==> src/hw/rtl/psgw_pkg.sv <==
// Shared types, constants and the bytewise CRC-32 step for the PNG grayscale writer.
// No dependencies; every other file imports this package.
package psgw_pkg;

  localparam int unsigned DIM_W       = 13;
  localparam int unsigned CNT_W       = 12;
  localparam int unsigned RAW_W       = 25;
  localparam int unsigned MAX_DIM     = 4096;
  localparam int unsigned BLOCK_BYTES = 65535;
  localparam int unsigned ADLER_MOD   = 65521;
  localparam logic [31:0] CRC_POLY    = 32'hEDB88320;
  localparam logic [31:0] IEND_CRC    = 32'hAE426082;

  localparam logic [DIM_W-1:0] WIDTH_RESET  = 13'd640;
  localparam logic [DIM_W-1:0] HEIGHT_RESET = 13'd480;

  typedef enum logic [0:0] {
    REG_WIDTH  = 1'b0,
    REG_HEIGHT = 1'b1
  } reg_index_t;

  typedef enum logic [0:0] {
    OP_START = 1'b0,
    OP_PIXEL = 1'b1
  } op_t;

  typedef struct packed {
    logic       is_start;
    logic [7:0] pixel;
  } cmd_t;

  typedef struct packed {
    logic full;
    logic empty;
  } q_stat_t;

  typedef struct packed {
    logic [DIM_W-1:0] w;
    logic [DIM_W-1:0] h;
    logic [RAW_W-1:0] raw_len;
    logic [31:0]      idat_len;
  } geom_t;

  function automatic logic [31:0] crc_byte(input logic [31:0] c, input logic [7:0] b);
    logic [31:0] r;
    r = c ^ {24'd0, b};
    for (int k = 0; k < 8; k++) begin
      r = (r >> 1) ^ (CRC_POLY & {32{r[0]}});
    end
    return r;
  endfunction

  function automatic logic [DIM_W-1:0] clamp_dim(input logic [DIM_W-1:0] v);
    if (v == '0) begin
      return DIM_W'(1);
    end else if (v > DIM_W'(MAX_DIM)) begin
      return DIM_W'(MAX_DIM);
    end
    return v;
  endfunction

endpackage

==> src/hw/rtl/psgw_front.sv <==
// Front end: input holding register that classifies each word as start or pixel.
// Depends on psgw_pkg; feeds psgw_queue.
module psgw_front import psgw_pkg::*; (
  input  logic       clk,
  input  logic       rst,
  input  logic       in_valid,
  output logic       in_ready,
  input  logic       in_op,
  input  logic [7:0] in_pixel,
  input  q_stat_t    q_stat,
  output logic       push,
  output cmd_t       push_cmd,
  output logic       hold_valid
);

  cmd_t hold;

  assign push     = hold_valid && !q_stat.full;
  assign in_ready = !hold_valid || !q_stat.full;
  assign push_cmd = hold;

  always_ff @(posedge clk) begin
    if (rst) begin
      hold_valid <= 1'b0;
    end else if (in_ready) begin
      hold_valid <= in_valid;
    end
    if (in_ready && in_valid) begin
      hold.is_start <= (op_t'(in_op) == OP_START);
      hold.pixel    <= in_pixel;
    end
  end

endmodule

==> src/hw/rtl/psgw_queue.sv <==
// Short command queue between the front end and the byte sequencer.
// Depends on psgw_pkg.
module psgw_queue import psgw_pkg::*; #(
  parameter int unsigned DEPTH = 4
) (
  input  logic    clk,
  input  logic    rst,
  input  logic    push,
  input  cmd_t    push_cmd,
  input  logic    pop,
  output cmd_t    head,
  output q_stat_t q_stat
);

  localparam int unsigned PTR_W = (DEPTH > 1) ? $clog2(DEPTH) : 1;
  localparam int unsigned CNT_W = $clog2(DEPTH + 1);

  cmd_t             slots [DEPTH];
  logic [PTR_W-1:0] wr_ptr;
  logic [PTR_W-1:0] rd_ptr;
  logic [CNT_W-1:0] count;

  assign head         = slots[rd_ptr];
  assign q_stat.full  = (count == CNT_W'(DEPTH));
  assign q_stat.empty = (count == '0);

  always_ff @(posedge clk) begin
    if (rst) begin
      wr_ptr <= '0;
      rd_ptr <= '0;
      count  <= '0;
    end else begin
      if (push) begin
        wr_ptr <= (wr_ptr == PTR_W'(DEPTH - 1)) ? '0 : wr_ptr + 1'b1;
      end
      if (pop) begin
        rd_ptr <= (rd_ptr == PTR_W'(DEPTH - 1)) ? '0 : rd_ptr + 1'b1;
      end
      if (push && !pop) begin
        count <= count + 1'b1;
      end else if (pop && !push) begin
        count <= count - 1'b1;
      end
    end
    if (push) begin
      slots[wr_ptr] <= push_cmd;
    end
  end

endmodule

==> src/hw/rtl/psgw_back.sv <==
// Back end: byte sequencer with running CRC-32, Adler-32 and the output register.
// Depends on psgw_pkg; pops commands from psgw_queue.
module psgw_back import psgw_pkg::*; (
  input  logic       clk,
  input  logic       rst,
  input  geom_t      geom,
  input  q_stat_t    q_stat,
  input  cmd_t       head,
  output logic       pop,
  output logic       out_valid,
  input  logic       out_ready,
  output logic [7:0] out_byte,
  output logic       out_last,
  output logic       out_eof
);

  localparam logic [5:0] START_LAST = 6'd42;
  localparam logic [5:0] HDR_LAST   = 6'd4;
  localparam logic [5:0] FIN_LAST   = 6'd19;

  typedef enum logic [2:0] {
    PH_IDLE, PH_START, PH_HDR, PH_DATA, PH_FIN
  } phase_t;

  phase_t           phase, phase_next;
  logic [5:0]       idx, idx_next;
  logic             started, started_next;
  logic [31:0]      crc, crc_next;
  logic [31:0]      ihc, ihc_next;
  logic [15:0]      alow, alow_next;
  logic [15:0]      ahigh, ahigh_next;
  logic [RAW_W-1:0] rpos, rpos_next;
  logic [15:0]      boff, boff_next;
  logic [CNT_W-1:0] col, col_next;
  logic [CNT_W-1:0] row, row_next;
  logic [7:0]       raw_val, raw_val_next;
  logic [7:0]       pix, pix_next;
  logic             pend, pend_next;

  logic             out_free, emit, done;
  logic [7:0]       ebyte;
  logic             elast, eeof;
  logic [RAW_W-1:0] rem;
  logic [15:0]      blk_n;
  logic             blk_final;
  logic [16:0]      lo_sum, hi_sum;
  logic [15:0]      lo_new, hi_new;
  logic [16:0]      boff_inc;
  logic [CNT_W:0]   col_inc, row_inc;

  assign out_free = !out_valid || out_ready;
  assign emit     = (phase != PH_IDLE) && out_free;

  // stored block length for the block that begins at rpos
  assign rem       = (geom.raw_len > rpos) ? geom.raw_len - rpos : '0;
  assign blk_n     = (rem > RAW_W'(BLOCK_BYTES)) ? 16'(BLOCK_BYTES) : rem[15:0];
  assign blk_final = ({1'b0, rpos} + {10'd0, blk_n}) >= {1'b0, geom.raw_len};

  assign lo_sum   = {1'b0, alow} + {9'd0, raw_val};
  assign lo_new   = (lo_sum >= 17'(ADLER_MOD)) ? 16'(lo_sum - 17'(ADLER_MOD)) : lo_sum[15:0];
  assign hi_sum   = {1'b0, ahigh} + {1'b0, lo_new};
  assign hi_new   = (hi_sum >= 17'(ADLER_MOD)) ? 16'(hi_sum - 17'(ADLER_MOD)) : hi_sum[15:0];
  assign boff_inc = {1'b0, boff} + 17'd1;
  assign col_inc  = {1'b0, col} + 1'b1;
  assign row_inc  = {1'b0, row} + 1'b1;

  always_comb begin
    phase_next   = phase;
    idx_next     = idx;
    started_next = started;
    crc_next     = crc;
    ihc_next     = ihc;
    alow_next    = alow;
    ahigh_next   = ahigh;
    rpos_next    = rpos;
    boff_next    = boff;
    col_next     = col;
    row_next     = row;
    raw_val_next = raw_val;
    pix_next     = pix;
    pend_next    = pend;
    ebyte        = '0;
    elast        = 1'b0;
    eeof         = 1'b0;
    done         = 1'b0;
    pop          = 1'b0;

    if (emit) begin
      unique case (phase)
        PH_START: begin
          case (idx) inside
            6'd0:         ebyte = 8'd137;
            6'd1:         ebyte = 8'h50;
            6'd2:         ebyte = 8'h4E;
            6'd3:         ebyte = 8'h47;
            6'd4:         ebyte = 8'h0D;
            6'd5:         ebyte = 8'h0A;
            6'd6:         ebyte = 8'h1A;
            6'd7:         ebyte = 8'h0A;
            6'd11:        ebyte = 8'd13;
            6'd12, 6'd37: ebyte = 8'h49;
            6'd13:        ebyte = 8'h48;
            6'd14:        ebyte = 8'h44;
            6'd15:        ebyte = 8'h52;
            6'd18:        ebyte = {3'd0, geom.w[12:8]};
            6'd19:        ebyte = geom.w[7:0];
            6'd22:        ebyte = {3'd0, geom.h[12:8]};
            6'd23:        ebyte = geom.h[7:0];
            6'd24:        ebyte = 8'd8;
            6'd29:        ebyte = ~ihc[31:24];
            6'd30:        ebyte = ~ihc[23:16];
            6'd31:        ebyte = ~ihc[15:8];
            6'd32:        ebyte = ~ihc[7:0];
            6'd33:        ebyte = geom.idat_len[31:24];
            6'd34:        ebyte = geom.idat_len[23:16];
            6'd35:        ebyte = geom.idat_len[15:8];
            6'd36:        ebyte = geom.idat_len[7:0];
            6'd38:        ebyte = 8'h44;
            6'd39:        ebyte = 8'h41;
            6'd40:        ebyte = 8'h54;
            6'd41:        ebyte = 8'h78;
            6'd42:        ebyte = 8'h01;
            default:      ebyte = 8'h00;
          endcase
          if (idx >= 6'd12 && idx <= 6'd28) begin
            ihc_next = crc_byte(ihc, ebyte);
          end
          if (idx >= 6'd37) begin
            crc_next = crc_byte(crc, ebyte);
          end
          idx_next = idx + 1'b1;
          if (idx == START_LAST) begin
            elast = 1'b1;
            done  = 1'b1;
          end
        end
        PH_HDR: begin
          case (idx)
            6'd0:    ebyte = {7'd0, blk_final};
            6'd1:    ebyte = blk_n[7:0];
            6'd2:    ebyte = blk_n[15:8];
            6'd3:    ebyte = ~blk_n[7:0];
            default: ebyte = ~blk_n[15:8];
          endcase
          crc_next = crc_byte(crc, ebyte);
          idx_next = idx + 1'b1;
          if (idx == HDR_LAST) begin
            phase_next = PH_DATA;
            idx_next   = '0;
          end
        end
        PH_DATA: begin
          ebyte      = raw_val;
          crc_next   = crc_byte(crc, ebyte);
          alow_next  = lo_new;
          ahigh_next = hi_new;
          rpos_next  = rpos + 1'b1;
          boff_next  = (boff_inc >= 17'(BLOCK_BYTES)) ? '0 : boff_inc[15:0];
          if (pend) begin
            raw_val_next = pix;
            pend_next    = 1'b0;
            phase_next   = (boff_next == '0) ? PH_HDR : PH_DATA;
            idx_next     = '0;
          end else if (col_inc >= geom.w) begin
            col_next = '0;
            if (row_inc >= geom.h) begin
              row_next     = '0;
              started_next = 1'b0;
              phase_next   = PH_FIN;
              idx_next     = '0;
            end else begin
              row_next = row_inc[CNT_W-1:0];
              elast    = 1'b1;
              done     = 1'b1;
            end
          end else begin
            col_next = col_inc[CNT_W-1:0];
            elast    = 1'b1;
            done     = 1'b1;
          end
        end
        PH_FIN: begin
          case (idx)
            6'd0:    ebyte = ahigh[15:8];
            6'd1:    ebyte = ahigh[7:0];
            6'd2:    ebyte = alow[15:8];
            6'd3:    ebyte = alow[7:0];
            6'd4:    ebyte = ~crc[31:24];
            6'd5:    ebyte = ~crc[23:16];
            6'd6:    ebyte = ~crc[15:8];
            6'd7:    ebyte = ~crc[7:0];
            6'd12:   ebyte = 8'h49;
            6'd13:   ebyte = 8'h45;
            6'd14:   ebyte = 8'h4E;
            6'd15:   ebyte = 8'h44;
            6'd16:   ebyte = IEND_CRC[31:24];
            6'd17:   ebyte = IEND_CRC[23:16];
            6'd18:   ebyte = IEND_CRC[15:8];
            6'd19:   ebyte = IEND_CRC[7:0];
            default: ebyte = 8'h00;
          endcase
          if (idx < 6'd4) begin
            crc_next = crc_byte(crc, ebyte);
          end
          idx_next = idx + 1'b1;
          if (idx == FIN_LAST) begin
            elast = 1'b1;
            eeof  = 1'b1;
            done  = 1'b1;
          end
        end
        default: ;
      endcase
    end

    // take the next command as soon as the current one delivers its last byte
    if (phase == PH_IDLE || done) begin
      phase_next = PH_IDLE;
      if (!q_stat.empty) begin
        pop = 1'b1;
        if (head.is_start) begin
          phase_next   = PH_START;
          idx_next     = '0;
          started_next = 1'b1;
          crc_next     = '1;
          ihc_next     = '1;
          alow_next    = 16'd1;
          ahigh_next   = '0;
          rpos_next    = '0;
          boff_next    = '0;
          col_next     = '0;
          row_next     = '0;
        end else if (started_next) begin
          pix_next     = head.pixel;
          pend_next    = (col_next == '0);
          raw_val_next = (col_next == '0) ? 8'h00 : head.pixel;
          phase_next   = (boff_next == '0) ? PH_HDR : PH_DATA;
          idx_next     = '0;
        end
      end
    end
  end

  always_ff @(posedge clk) begin
    if (rst) begin
      phase     <= PH_IDLE;
      idx       <= '0;
      started   <= 1'b0;
      crc       <= '1;
      alow      <= 16'd1;
      ahigh     <= '0;
      rpos      <= '0;
      boff      <= '0;
      col       <= '0;
      row       <= '0;
      pend      <= 1'b0;
      out_valid <= 1'b0;
    end else begin
      phase     <= phase_next;
      idx       <= idx_next;
      started   <= started_next;
      crc       <= crc_next;
      alow      <= alow_next;
      ahigh     <= ahigh_next;
      rpos      <= rpos_next;
      boff      <= boff_next;
      col       <= col_next;
      row       <= row_next;
      pend      <= pend_next;
      if (out_free) begin
        out_valid <= emit;
      end
    end
    ihc     <= ihc_next;
    raw_val <= raw_val_next;
    pix     <= pix_next;
    if (out_free) begin
      out_byte <= ebyte;
      out_last <= elast;
      out_eof  <= eeof;
    end
  end

endmodule

==> src/hw/rtl/png_stored_grayscale_writer_unit.sv <==
// Top level of the stored-deflate PNG writer for 8-bit grayscale images.
// Depends on psgw_pkg, psgw_front, psgw_queue and psgw_back.
//
//   channel   | dir | handshake               | contents
//   s_axis    | in  | tvalid/tready           | tdata = pixel, tuser = op (0 start, 1 pixel)
//   m_axis    | out | tvalid/tready           | tdata = file byte, tlast = last of word,
//             |     |                         | tuser = end of file
//   cfg       | in  | cfg_we, no back-pressure| index 0 image width, 1 image height
//
// One output byte per cycle while the output side takes them and commands are queued; a
// pixel inside a row gives one byte, a row start two, a block start five more, a start
// word 43 and the last pixel of an image 20 more. The byte sequencer in psgw_back sets
// this rate; the queue lets the input side run ahead by up to QUEUE_DEPTH + 1 words while
// bytes wait. Reset is synchronous, no clearing pass. A stalled output holds its byte and
// stalls the sequencer; a full queue with a word held in front drops s_axis_tready.
module png_stored_grayscale_writer_unit import psgw_pkg::*; #(
  parameter int unsigned QUEUE_DEPTH = 4
) (
  input  logic             clk,
  input  logic             rst,
  input  logic             s_axis_tvalid,
  output logic             s_axis_tready,
  input  logic [7:0]       s_axis_tdata,   // [7:0] pixel
  input  logic             s_axis_tuser,   // [0] op
  output logic             m_axis_tvalid,
  input  logic             m_axis_tready,
  output logic [7:0]       m_axis_tdata,   // [7:0] out_byte
  output logic             m_axis_tlast,
  output logic             m_axis_tuser,   // [0] end_of_file
  input  logic             cfg_we,
  input  logic [0:0]       cfg_addr,
  input  logic [DIM_W-1:0] cfg_wdata
);

  logic [DIM_W-1:0] width_reg;
  logic [DIM_W-1:0] height_reg;
  logic [27:0]      prod;
  logic [RAW_W-1:0] raw_len;
  logic [25:0]      blk_x;
  logic [25:0]      blk_q;
  logic [9:0]       nblk;
  logic [31:0]      idat_len;
  geom_t            geom;

  q_stat_t q_stat;
  logic    push, pop, hold_valid;
  cmd_t    push_cmd, head;

  // Hold the clamped dimensions; IHDR carries the clamped value.
  always_ff @(posedge clk) begin
    if (rst) begin
      width_reg  <= WIDTH_RESET;
      height_reg <= HEIGHT_RESET;
    end else if (cfg_we) begin
      unique case (reg_index_t'(cfg_addr))
        REG_WIDTH:  width_reg  <= clamp_dim(cfg_wdata);
        REG_HEIGHT: height_reg <= clamp_dim(cfg_wdata);
        default: ;
      endcase
    end
  end

  // Raw stream length, then block count, then IDAT length are each registered in turn behind
  // the registers. Block count is ceil(raw/65535) via the x + (x >> 16) + 1 identity.
  assign prod  = (28'(width_reg) + 28'd1) * 28'(height_reg);
  assign blk_x = 26'(raw_len) + 26'(BLOCK_BYTES - 1);
  assign blk_q = (blk_x + (blk_x >> 16) + 26'd1) >> 16;

  always_ff @(posedge clk) begin
    raw_len  <= prod[RAW_W-1:0];
    nblk     <= blk_q[9:0];
    idat_len <= 32'd6 + 32'(nblk) * 32'd5 + 32'(raw_len);
  end

  assign geom.w        = width_reg;
  assign geom.h        = height_reg;
  assign geom.raw_len  = raw_len;
  assign geom.idat_len = idat_len;

  psgw_front u_front (
    .clk        (clk),
    .rst        (rst),
    .in_valid   (s_axis_tvalid),
    .in_ready   (s_axis_tready),
    .in_op      (s_axis_tuser),
    .in_pixel   (s_axis_tdata),
    .q_stat     (q_stat),
    .push       (push),
    .push_cmd   (push_cmd),
    .hold_valid (hold_valid)
  );

  psgw_queue #(
    .DEPTH (QUEUE_DEPTH)
  ) u_queue (
    .clk      (clk),
    .rst      (rst),
    .push     (push),
    .push_cmd (push_cmd),
    .pop      (pop),
    .head     (head),
    .q_stat   (q_stat)
  );

  psgw_back u_back (
    .clk       (clk),
    .rst       (rst),
    .geom      (geom),
    .q_stat    (q_stat),
    .head      (head),
    .pop       (pop),
    .out_valid (m_axis_tvalid),
    .out_ready (m_axis_tready),
    .out_byte  (m_axis_tdata),
    .out_last  (m_axis_tlast),
    .out_eof   (m_axis_tuser)
  );

  // end of file only ever falls on the last byte of a word
  a_eof_is_last: assert property (@(posedge clk) disable iff (rst)
    m_axis_tvalid && m_axis_tuser |-> m_axis_tlast)
    else $error("end_of_file without tlast");

  // an accepted word lands in the front holding register
  a_front_load: assert property (@(posedge clk) disable iff (rst)
    s_axis_tvalid && s_axis_tready |=> hold_valid)
    else $error("accepted word lost in front end");

  // never pop an empty queue
  a_no_underflow: assert property (@(posedge clk) disable iff (rst)
    pop |-> !q_stat.empty)
    else $error("queue popped while empty");

endmodule
==> config.mk <==
export PLATFORM = sky130hd
export DESIGN_NAME = png_stored_grayscale_writer_unit
export DESIGN_NICKNAME = d
export VERILOG_FILES = /design/src/hw/rtl/psgw_pkg.sv /design/src/hw/rtl/psgw_front.sv /design/src/hw/rtl/psgw_queue.sv /design/src/hw/rtl/psgw_back.sv /design/src/hw/rtl/png_stored_grayscale_writer_unit.sv
export SDC_FILE = /design/constraint.sdc
export NUM_CORES = 2
export LEC_CHECK = 0
export BUFFER_PORTS_ARGS = -buffer_cell sky130_fd_sc_hd__buf_2
export CAP_MARGIN = 20
export CORE_AREA = 2 2 291 293
export DETAILED_ROUTE_END_ITERATION = 8
export DIE_AREA = 0 0 293 295
export PLACE_DENSITY_LB_ADDON = 0.1
export SLEW_MARGIN = 20
export SYNTH_ARGS = -nofsm -noshare
export SYNTH_HDL_FRONTEND = slang
export SYNTH_SLANG_ARGS = --single-unit
export TNS_END_PERCENT = 20
==> constraint.sdc <==
create_clock -name clk -period 19 [get_ports clk]
set_input_delay 3.8 -clock clk [delete_from_list [all_inputs] [get_ports clk]]
set_output_delay 3.8 -clock clk [all_outputs]
set_load 0.05 [all_outputs]
-- After elaboration in Yosys (flattened, before gate mapping)
Memory sizes are Yosys's and may differ from the RTL's. A register that Yosys moved wholly into a read port is not among the register bits.
Cells that the tools add are included.
Widths: inputs -> output; s select.
- register bits after elaboration: 303
- memory bits (writable): 36
- input port bits: 28
- word-level logic and storage cells: 366
- memories kept: 1
- memories (memory ; depth ; width ; rd ports ; clocked after memory_dff ; wr ports ; RTL line ; text):
    u_queue.slots ; 4 ; 9 ; 1 ; 1 ; 1 ; psgw_queue.sv:18 ; cmd_t slots [DEPTH];
- add/sub/neg operators: 21
- multipliers: 2
- magnitude comparators: 13
- equal/unequal tests: 43
- mux-type cells: 166
- bitwise gates (word level): 59
- reduce and logical (&&, ||, !) cells: 32
- operator list (cell ; count):
    $xor 31x32->32 ; 40
    $mux 32 ; 12
    $mux 8 ; 44
    $mux 16 ; 19
    $mux 12 ; 15
    $xor 32x8->32 ; 5
    $mux 25 ; 6
    $pmux 32 s4 ; 1
    $pmux 8 s16 ; 1
    $not 8->8 ; 10
    $eq 6x6->1 const B ; 11
    $pmux 8 s4 ; 2
    $eq 6x5->1 const B ; 10
    $mux 6 ; 9
    $mux 13 ; 4
    $ge 17x16->1 const B ; 3
    $mux 1 ; 35
    $mux 3 ; 11
    $logic_not 16->1 ; 2
    $sub 16x16->16 const B ; 2
    $eq 6x4->1 const B ; 5
    $add 12x1->13 const B ; 2
    $add 14x25->26 ; 1
    $add 25x16->26 ; 1
    other kinds (52) ; 85

-- Depth between registers and ports, before layout
- word-level depth: 49
- gate-level depth with buffers: 46
- mapped depth without buffers: 44

-- By module
Synthesis repeated with hierarchy kept, for this count alone.
- cells, all modules: 4187
- area total of the unflattened synthesis: 34918.5 µm²
- by module, submodules not included (module ; instances ; cells each ; area an instance (µm²) ; seq. area each (µm²)):
    psgw_back ; 1 ; 2864 ; 22198.8 ; 4164.0
    png_stored_grayscale_writer_unit ; 1 ; 1216 ; 10657.7 ; 1741.7
    psgw_queue ; 1 ; 91 ; 1740.4 ; 1261.2
    psgw_front ; 1 ; 16 ; 321.6 ; 290.3

-- Least setup slack after synthesis
Ideal clock, no wire load.
- path type: flip-flop to flip-flop
- start point: reg u_back.rpos[16]
- end point: reg u_back.crc[7]
- library setup time: 0.122 ns
- arrival time: 8.915 ns
- data required time: 18.878 ns
- slack: 9.963 ns
- stages on the path, launching flop included: 44
- path buffers: 3
- period minus slack after synthesis: 9.037 ns
- cell sequence: dfxtp_1 -> clkbuf_1 -> inv_1 -> ha_1 -> buf_2 -> a21oi_1 -> o21ai_0 -> a211o_1 -> or4_1 -> nand3_1 -> o2111ai_2 -> or3_4 -> nor2_1 -> clkbuf_1 -> a21oi_1 -> ha_1 -> nor2b_1 -> o21ai_0 -> [8 not listed] -> a21boi_0 -> o21ai_0 -> a21boi_1 -> mux2i_1 -> o2111ai_1 -> ha_1 -> nor2b_1 -> o21ai_0 -> o2111a_1 -> o31ai_1 -> a21o_1 -> a311oi_1 -> a31oi_2 -> xnor2_4 -> xnor3_1 -> xor2_1 -> a221oi_1 -> nor2_1
- cells in the longest elaborated chain, start to end: 23
- elaborated cells on any way between the ends: 26
- those cells by class: add/sub (2); order compare (3); mux (10); bitwise (11)
- RTL lines (what ; RTL line ; text):
    start: declaration ; psgw_back.sv:32 ; logic [RAW_W-1:0] rpos, rpos_next;
    start signal: assignment ; psgw_back.sv:265 ; rpos <= rpos_next;
    $sub 25x25->25 or $gt 25x25->1 (tied branches) ; psgw_back.sv:55 ; assign rem = (geom.raw_len > rpos) ? geom.raw_len - rpos : '0;
    $mux 25 ; psgw_back.sv:55 ;
    $gt 25x16->1 ; psgw_back.sv:56 ; assign blk_n = (rem > RAW_W'(BLOCK_BYTES)) ? 16'(BLOCK_BYTES) : rem[15:0];
    $mux 16 ; psgw_back.sv:56 ;
    $add 25x16->26 ; psgw_back.sv:57 ; assign blk_final = ({1'b0, rpos} + {10'd0, blk_n}) >= {1'b0, geom.raw_len};
    $ge 26x25->1 ; psgw_back.sv:57 ;
    $pmux 8 s4 (*) ; psgw_back.sv:138 ; case (idx)
    $mux 8 (*) ; psgw_back.sv:89 ; unique case (phase)
    $mux 8 (*) ; psgw_back.sv:88 ; if (emit) begin
    $xor 32x8->32 (*) ; psgw_pkg.sv:46 ; r = c ^ {24'd0, b};
    $xor 31x32->32 (*) (8 in a row) ; psgw_pkg.sv:48 ; r = (r >> 1) ^ (CRC_POLY & {32{r[0]}});
    $pmux 32 s4 (*) ; psgw_back.sv:89 ;
    $mux 32 (*) ; psgw_back.sv:88 ;
    $mux 32 ; psgw_back.sv:221 ; if (head.is_start) begin
    $mux 32 ; psgw_back.sv:219 ; if (!q_stat.empty) begin
    $mux 32 (*) ; psgw_back.sv:217 ; if (phase == PH_IDLE || done) begin
    end signal: assignment ; psgw_back.sv:262 ; crc <= crc_next;
    end: declaration ; psgw_back.sv:28 ; logic [31:0] crc, crc_next;
Every way passes the cells marked *; elsewhere a longest branch is shown, timed or not. The select of a mux whose other input is x is not followed.
A chain may end at the register's enable or synchronous reset.

-- Worst setup path in the final report
- start point: reg u_back.rpos[19]
- end point: reg u_back.crc[7]
Same word-level chain as after synthesis.

==> summary.md <==
| Metric | Value |
|---|---|
| Max frequency | roughly 95 MHz |
| Compound-Gate Fraction of Synth Area | 0.1779 |
| Crit-path max cell delay | approximately 650 ps |
| Dpl hpwl | 82760 µm |
| Synth top area share | 0.1683 |
| Die X | 293 µm |
| HP Class | reg -> reg |
| Setup WS pre-CTS | ~8600 ps |
| Simple logic cell fraction of the synthesized area | 0.1857 |
| Register Area | between 7000 and 8000 µm² |
| Die Area | roughly 86000 µm² |
| Via density | between 5 and 6 |
| CTS Root Cell | clkbuf_16 |
| Avg Inst Size Synth | about 8.1 µm² |
| Core area | approximately 83000 µm² |
| Final nets | 4421 |
| DRT iter0 DRCs | 2180 |
| Total global-route track usage | 0.2445 |
| RePlAce Congestion | between 0.9 and 1 |
| Routed wl met2 | roughly 47000 µm |
| Critical path startpoint category | flip-flop |
| CP Class | reg -> reg |
| Adder-cell share of the synthesized area | 0.1810 |
| P&R area growth vs syn | 8.621% |
| DRT Pass-1 Iters | 5 |
| CTS Buffer Depth | 3 |
| Drt total wl | about 110000 µm |
| Final TNS setup | 0 ps |
| First-pass GRT wire length | between 150000 and 200000 µm |
| Clock Skew | ~45 ps |
| Cells after DPL | just over 5000 |
| Ys flop type | dfxtp_1 |
| Clock Sinks | roughly 340 |
| Register area share after synthesis | 0.2255 |
| Worst-case reg-to-reg path depth | 40 |
| Outcome | complete, no violations |
| Initial antenna violation count | 2 |
| WP data required | between 15000 and 20000 ps |
| Fin util | 0.4319 |
| Vias in the first global route | about 27000 |
| Max cap viols | 0 |
| Clock Latency Late Sink | 620 ps |
| Reg clk slew, reported paths | around 60 ps |
| Mux cell area share after synthesis | 0.01563 |
| Finished Layout Cells | a little over 5000 |
| Fin Hold WS | between 400 and 500 ps |
| Final Max Tran Viols | 0 |
| Synth Net Count | between 4000 and 5000 |
| Power per Cell Area | around 140 nW/µm² |
| Most frequent CP cell | o21ai_0 |
| Largest regs | u_queue.slots x36, u_back.crc x32, u_back.ihc x32 |
| Max_slew headroom | 0.3006 |
| Area of the multi-input gates | 23630 µm² |
| P_leak | 14.59 nW |
| Slowest CP cell | a21boi_1 |
| Initial core utilization | 0.3976 |
| Global-route congestion overflow total | 0 |
| Post_cts resized | 0 |
| Routed wl met3 | roughly 6300 µm |
| Die H | between 200 and 300 µm |
| RSZ-0062 raised after global routing | false |
| Synth Cell Area | 33060 µm² |
| Warnings, synthesis | 0 |
| Min-Delay Path Depth | 2 |
| Top Metal Used | met5 |
| Placed Area | between 30000 and 40000 µm² |
| Async SR Flop Fraction | 0 |
| Reg with most FFs | u_queue.slots |
| Via count | 28828 |
| XOR/XNOR share of the synthesized area | 0.1524 |
| Max H-tree Level | 2 |
| Endpoints failing hold | 0 |
| Rows | between 100 and 150 |
| Arrival time worst endpoint | 11010 ps |
| Largest area contributor in the netlist | dfxtp_1 |
| Top-level I/O count | 40 |
| Peak VDD IR | 0.09443 mV |
| Max reg flops | 36 |
| Largest family of logic cells by synthesized area | simple AND/OR/NAND/NOR gates |
| Ant diodes | 0 |
| Drt wl/cell | 20.89 µm |
| Period utilization | 0.5539 |
| PortBufs | 39 |
| Setup violations, final | 0 |
| Fillers | approximately 8400 |
| Share of cells above drive strength 1 | 0.05894 |
| Post-synth EDFFs | 63 |
| Worst Path Max Fanout | 13 |
| Post-route cell area | 35910 µm² |
| Drt drc | 0 |
| Cell variety after synth | 97 |
| Final Total Pwr | 4.999 mW |
| Synth top area cells | dfxtp_1 17%, xnor2_1 10%, ha_1 9.2% |
| CTS buffer count | 44 |
| TritonCTS clock tree | yes |
| Pin count of the biggest net entering global routing | 62 |
| #FFs+latches synth | ~340 |
| Post-CTS setup buffers | 0 |
| Hold buffers post-CTS | 0 |
| Antenna-violating nets left | 0 |
| Worst-margin pin slew | about 1000 ps |
| Post-Syn Instances | about 4100 |
| Final Critical Period | between 10000 and 15000 ps |
| Met1 wire length | 51340 µm |
| Final setup margin | about 8500 ps |
| Critical path capture point type | flip-flop |
## per-layer routing
layer / vias up / global-route usage
met4: 2 / 0.06041
li1: 13938 / -
met5: - / 0
met3: 133 / 0.02864
met1: 13894 / 0.3571
met2: 861 / 0.3827
## synthesized netlist by cell type (41+ instances only)
cell and instances:
a21oi_1 251, and2_1 70, and3_1 46, clkbuf_1 187, dfxtp_1 278, edfxtp_1 63
fa_1 147, ha_1 243, inv_1 325, nand2_1 439, nand3_1 108, nor2_1 326
nor2b_1 41, nor3_1 81, o211ai_1 67, o21ai_0 187, xnor2_1 388, xor2_1 142
## path summary, 6_finish.rpt
kind	from	endpoint	slack [ps]
setup / recovery	u_back.rpos[19]	u_back.crc[7]	8480
hold reg to reg	u_back.started	u_back.started	460
hold / removal	u_back.started	u_back.started	460
setup reg to reg	u_back.rpos[19]	u_back.crc[7]	8480
## cell type report
class / count / share of cell area
Clock buffer: 63 / 0.03432
Clock inverter: 18 / 0.009337
Multi-Input combinational cell: 3184 / 0.6580
Tap cell: 1080 / 0.03763
Sequential cell: 341 / 0.2076
Timing Repair Buffer: 102 / 0.01860
Inverter: 330 / 0.03449
## power by group
group / switching, mW / internal (mW) / leakage, nW
Sequential: 0.176 / 0.849 / 2.87
Clock: 0.361 / 0.552 / 0.758
Combinational: 1.78 / 1.28 / 11.0
Total: 2.32 / 2.68 / 14.6
## cells in the final DEF, fill, tap and decap left out, types with 28 or more instances in the layout
master / n
nand2_1: 439
nand4_1: 34
nor3_1: 80
a21o_1: 35
a211oi_1: 31
xor2_1: 142
nand3_1: 108
o21a_1: 33
and3_1: 46
nor2_1: 322
o211ai_1: 67
nor2b_1: 41
and2_1: 70
clkbuf_16: 44
ha_1: 243
a31oi_1: 33
nor4_1: 29
edfxtp_1: 63
xnor2_1: 388
buf_4: 63
fa_1: 147
buf_2: 39
mux2i_1: 28
o21ai_0: 187
o22ai_1: 35
inv_1: 325
a21oi_1: 250
dfxtp_1: 278
a221oi_1: 33
## critical path, delay by kind of cell, from the launching register on
family	cells	cell delay, ps
buf+inv	2	430
flops	1	330
compound gates	24	5680
simple gates	7	1520
xor+xnor	3	1130
fa+ha+maj	3	1020
mux	1	270
## kinds of logic after synthesis
kind of cell               count (synthesis)
xor gates and xnor gates                 549
muxes                                     40
DFF                                      341
adders and majority gates                390
AOI/OAI and AO/OA                        902
buffers and inverters                    538
and+or+nand+nor                         1303
Note: power is estimated with default switching activity, not from simulation.
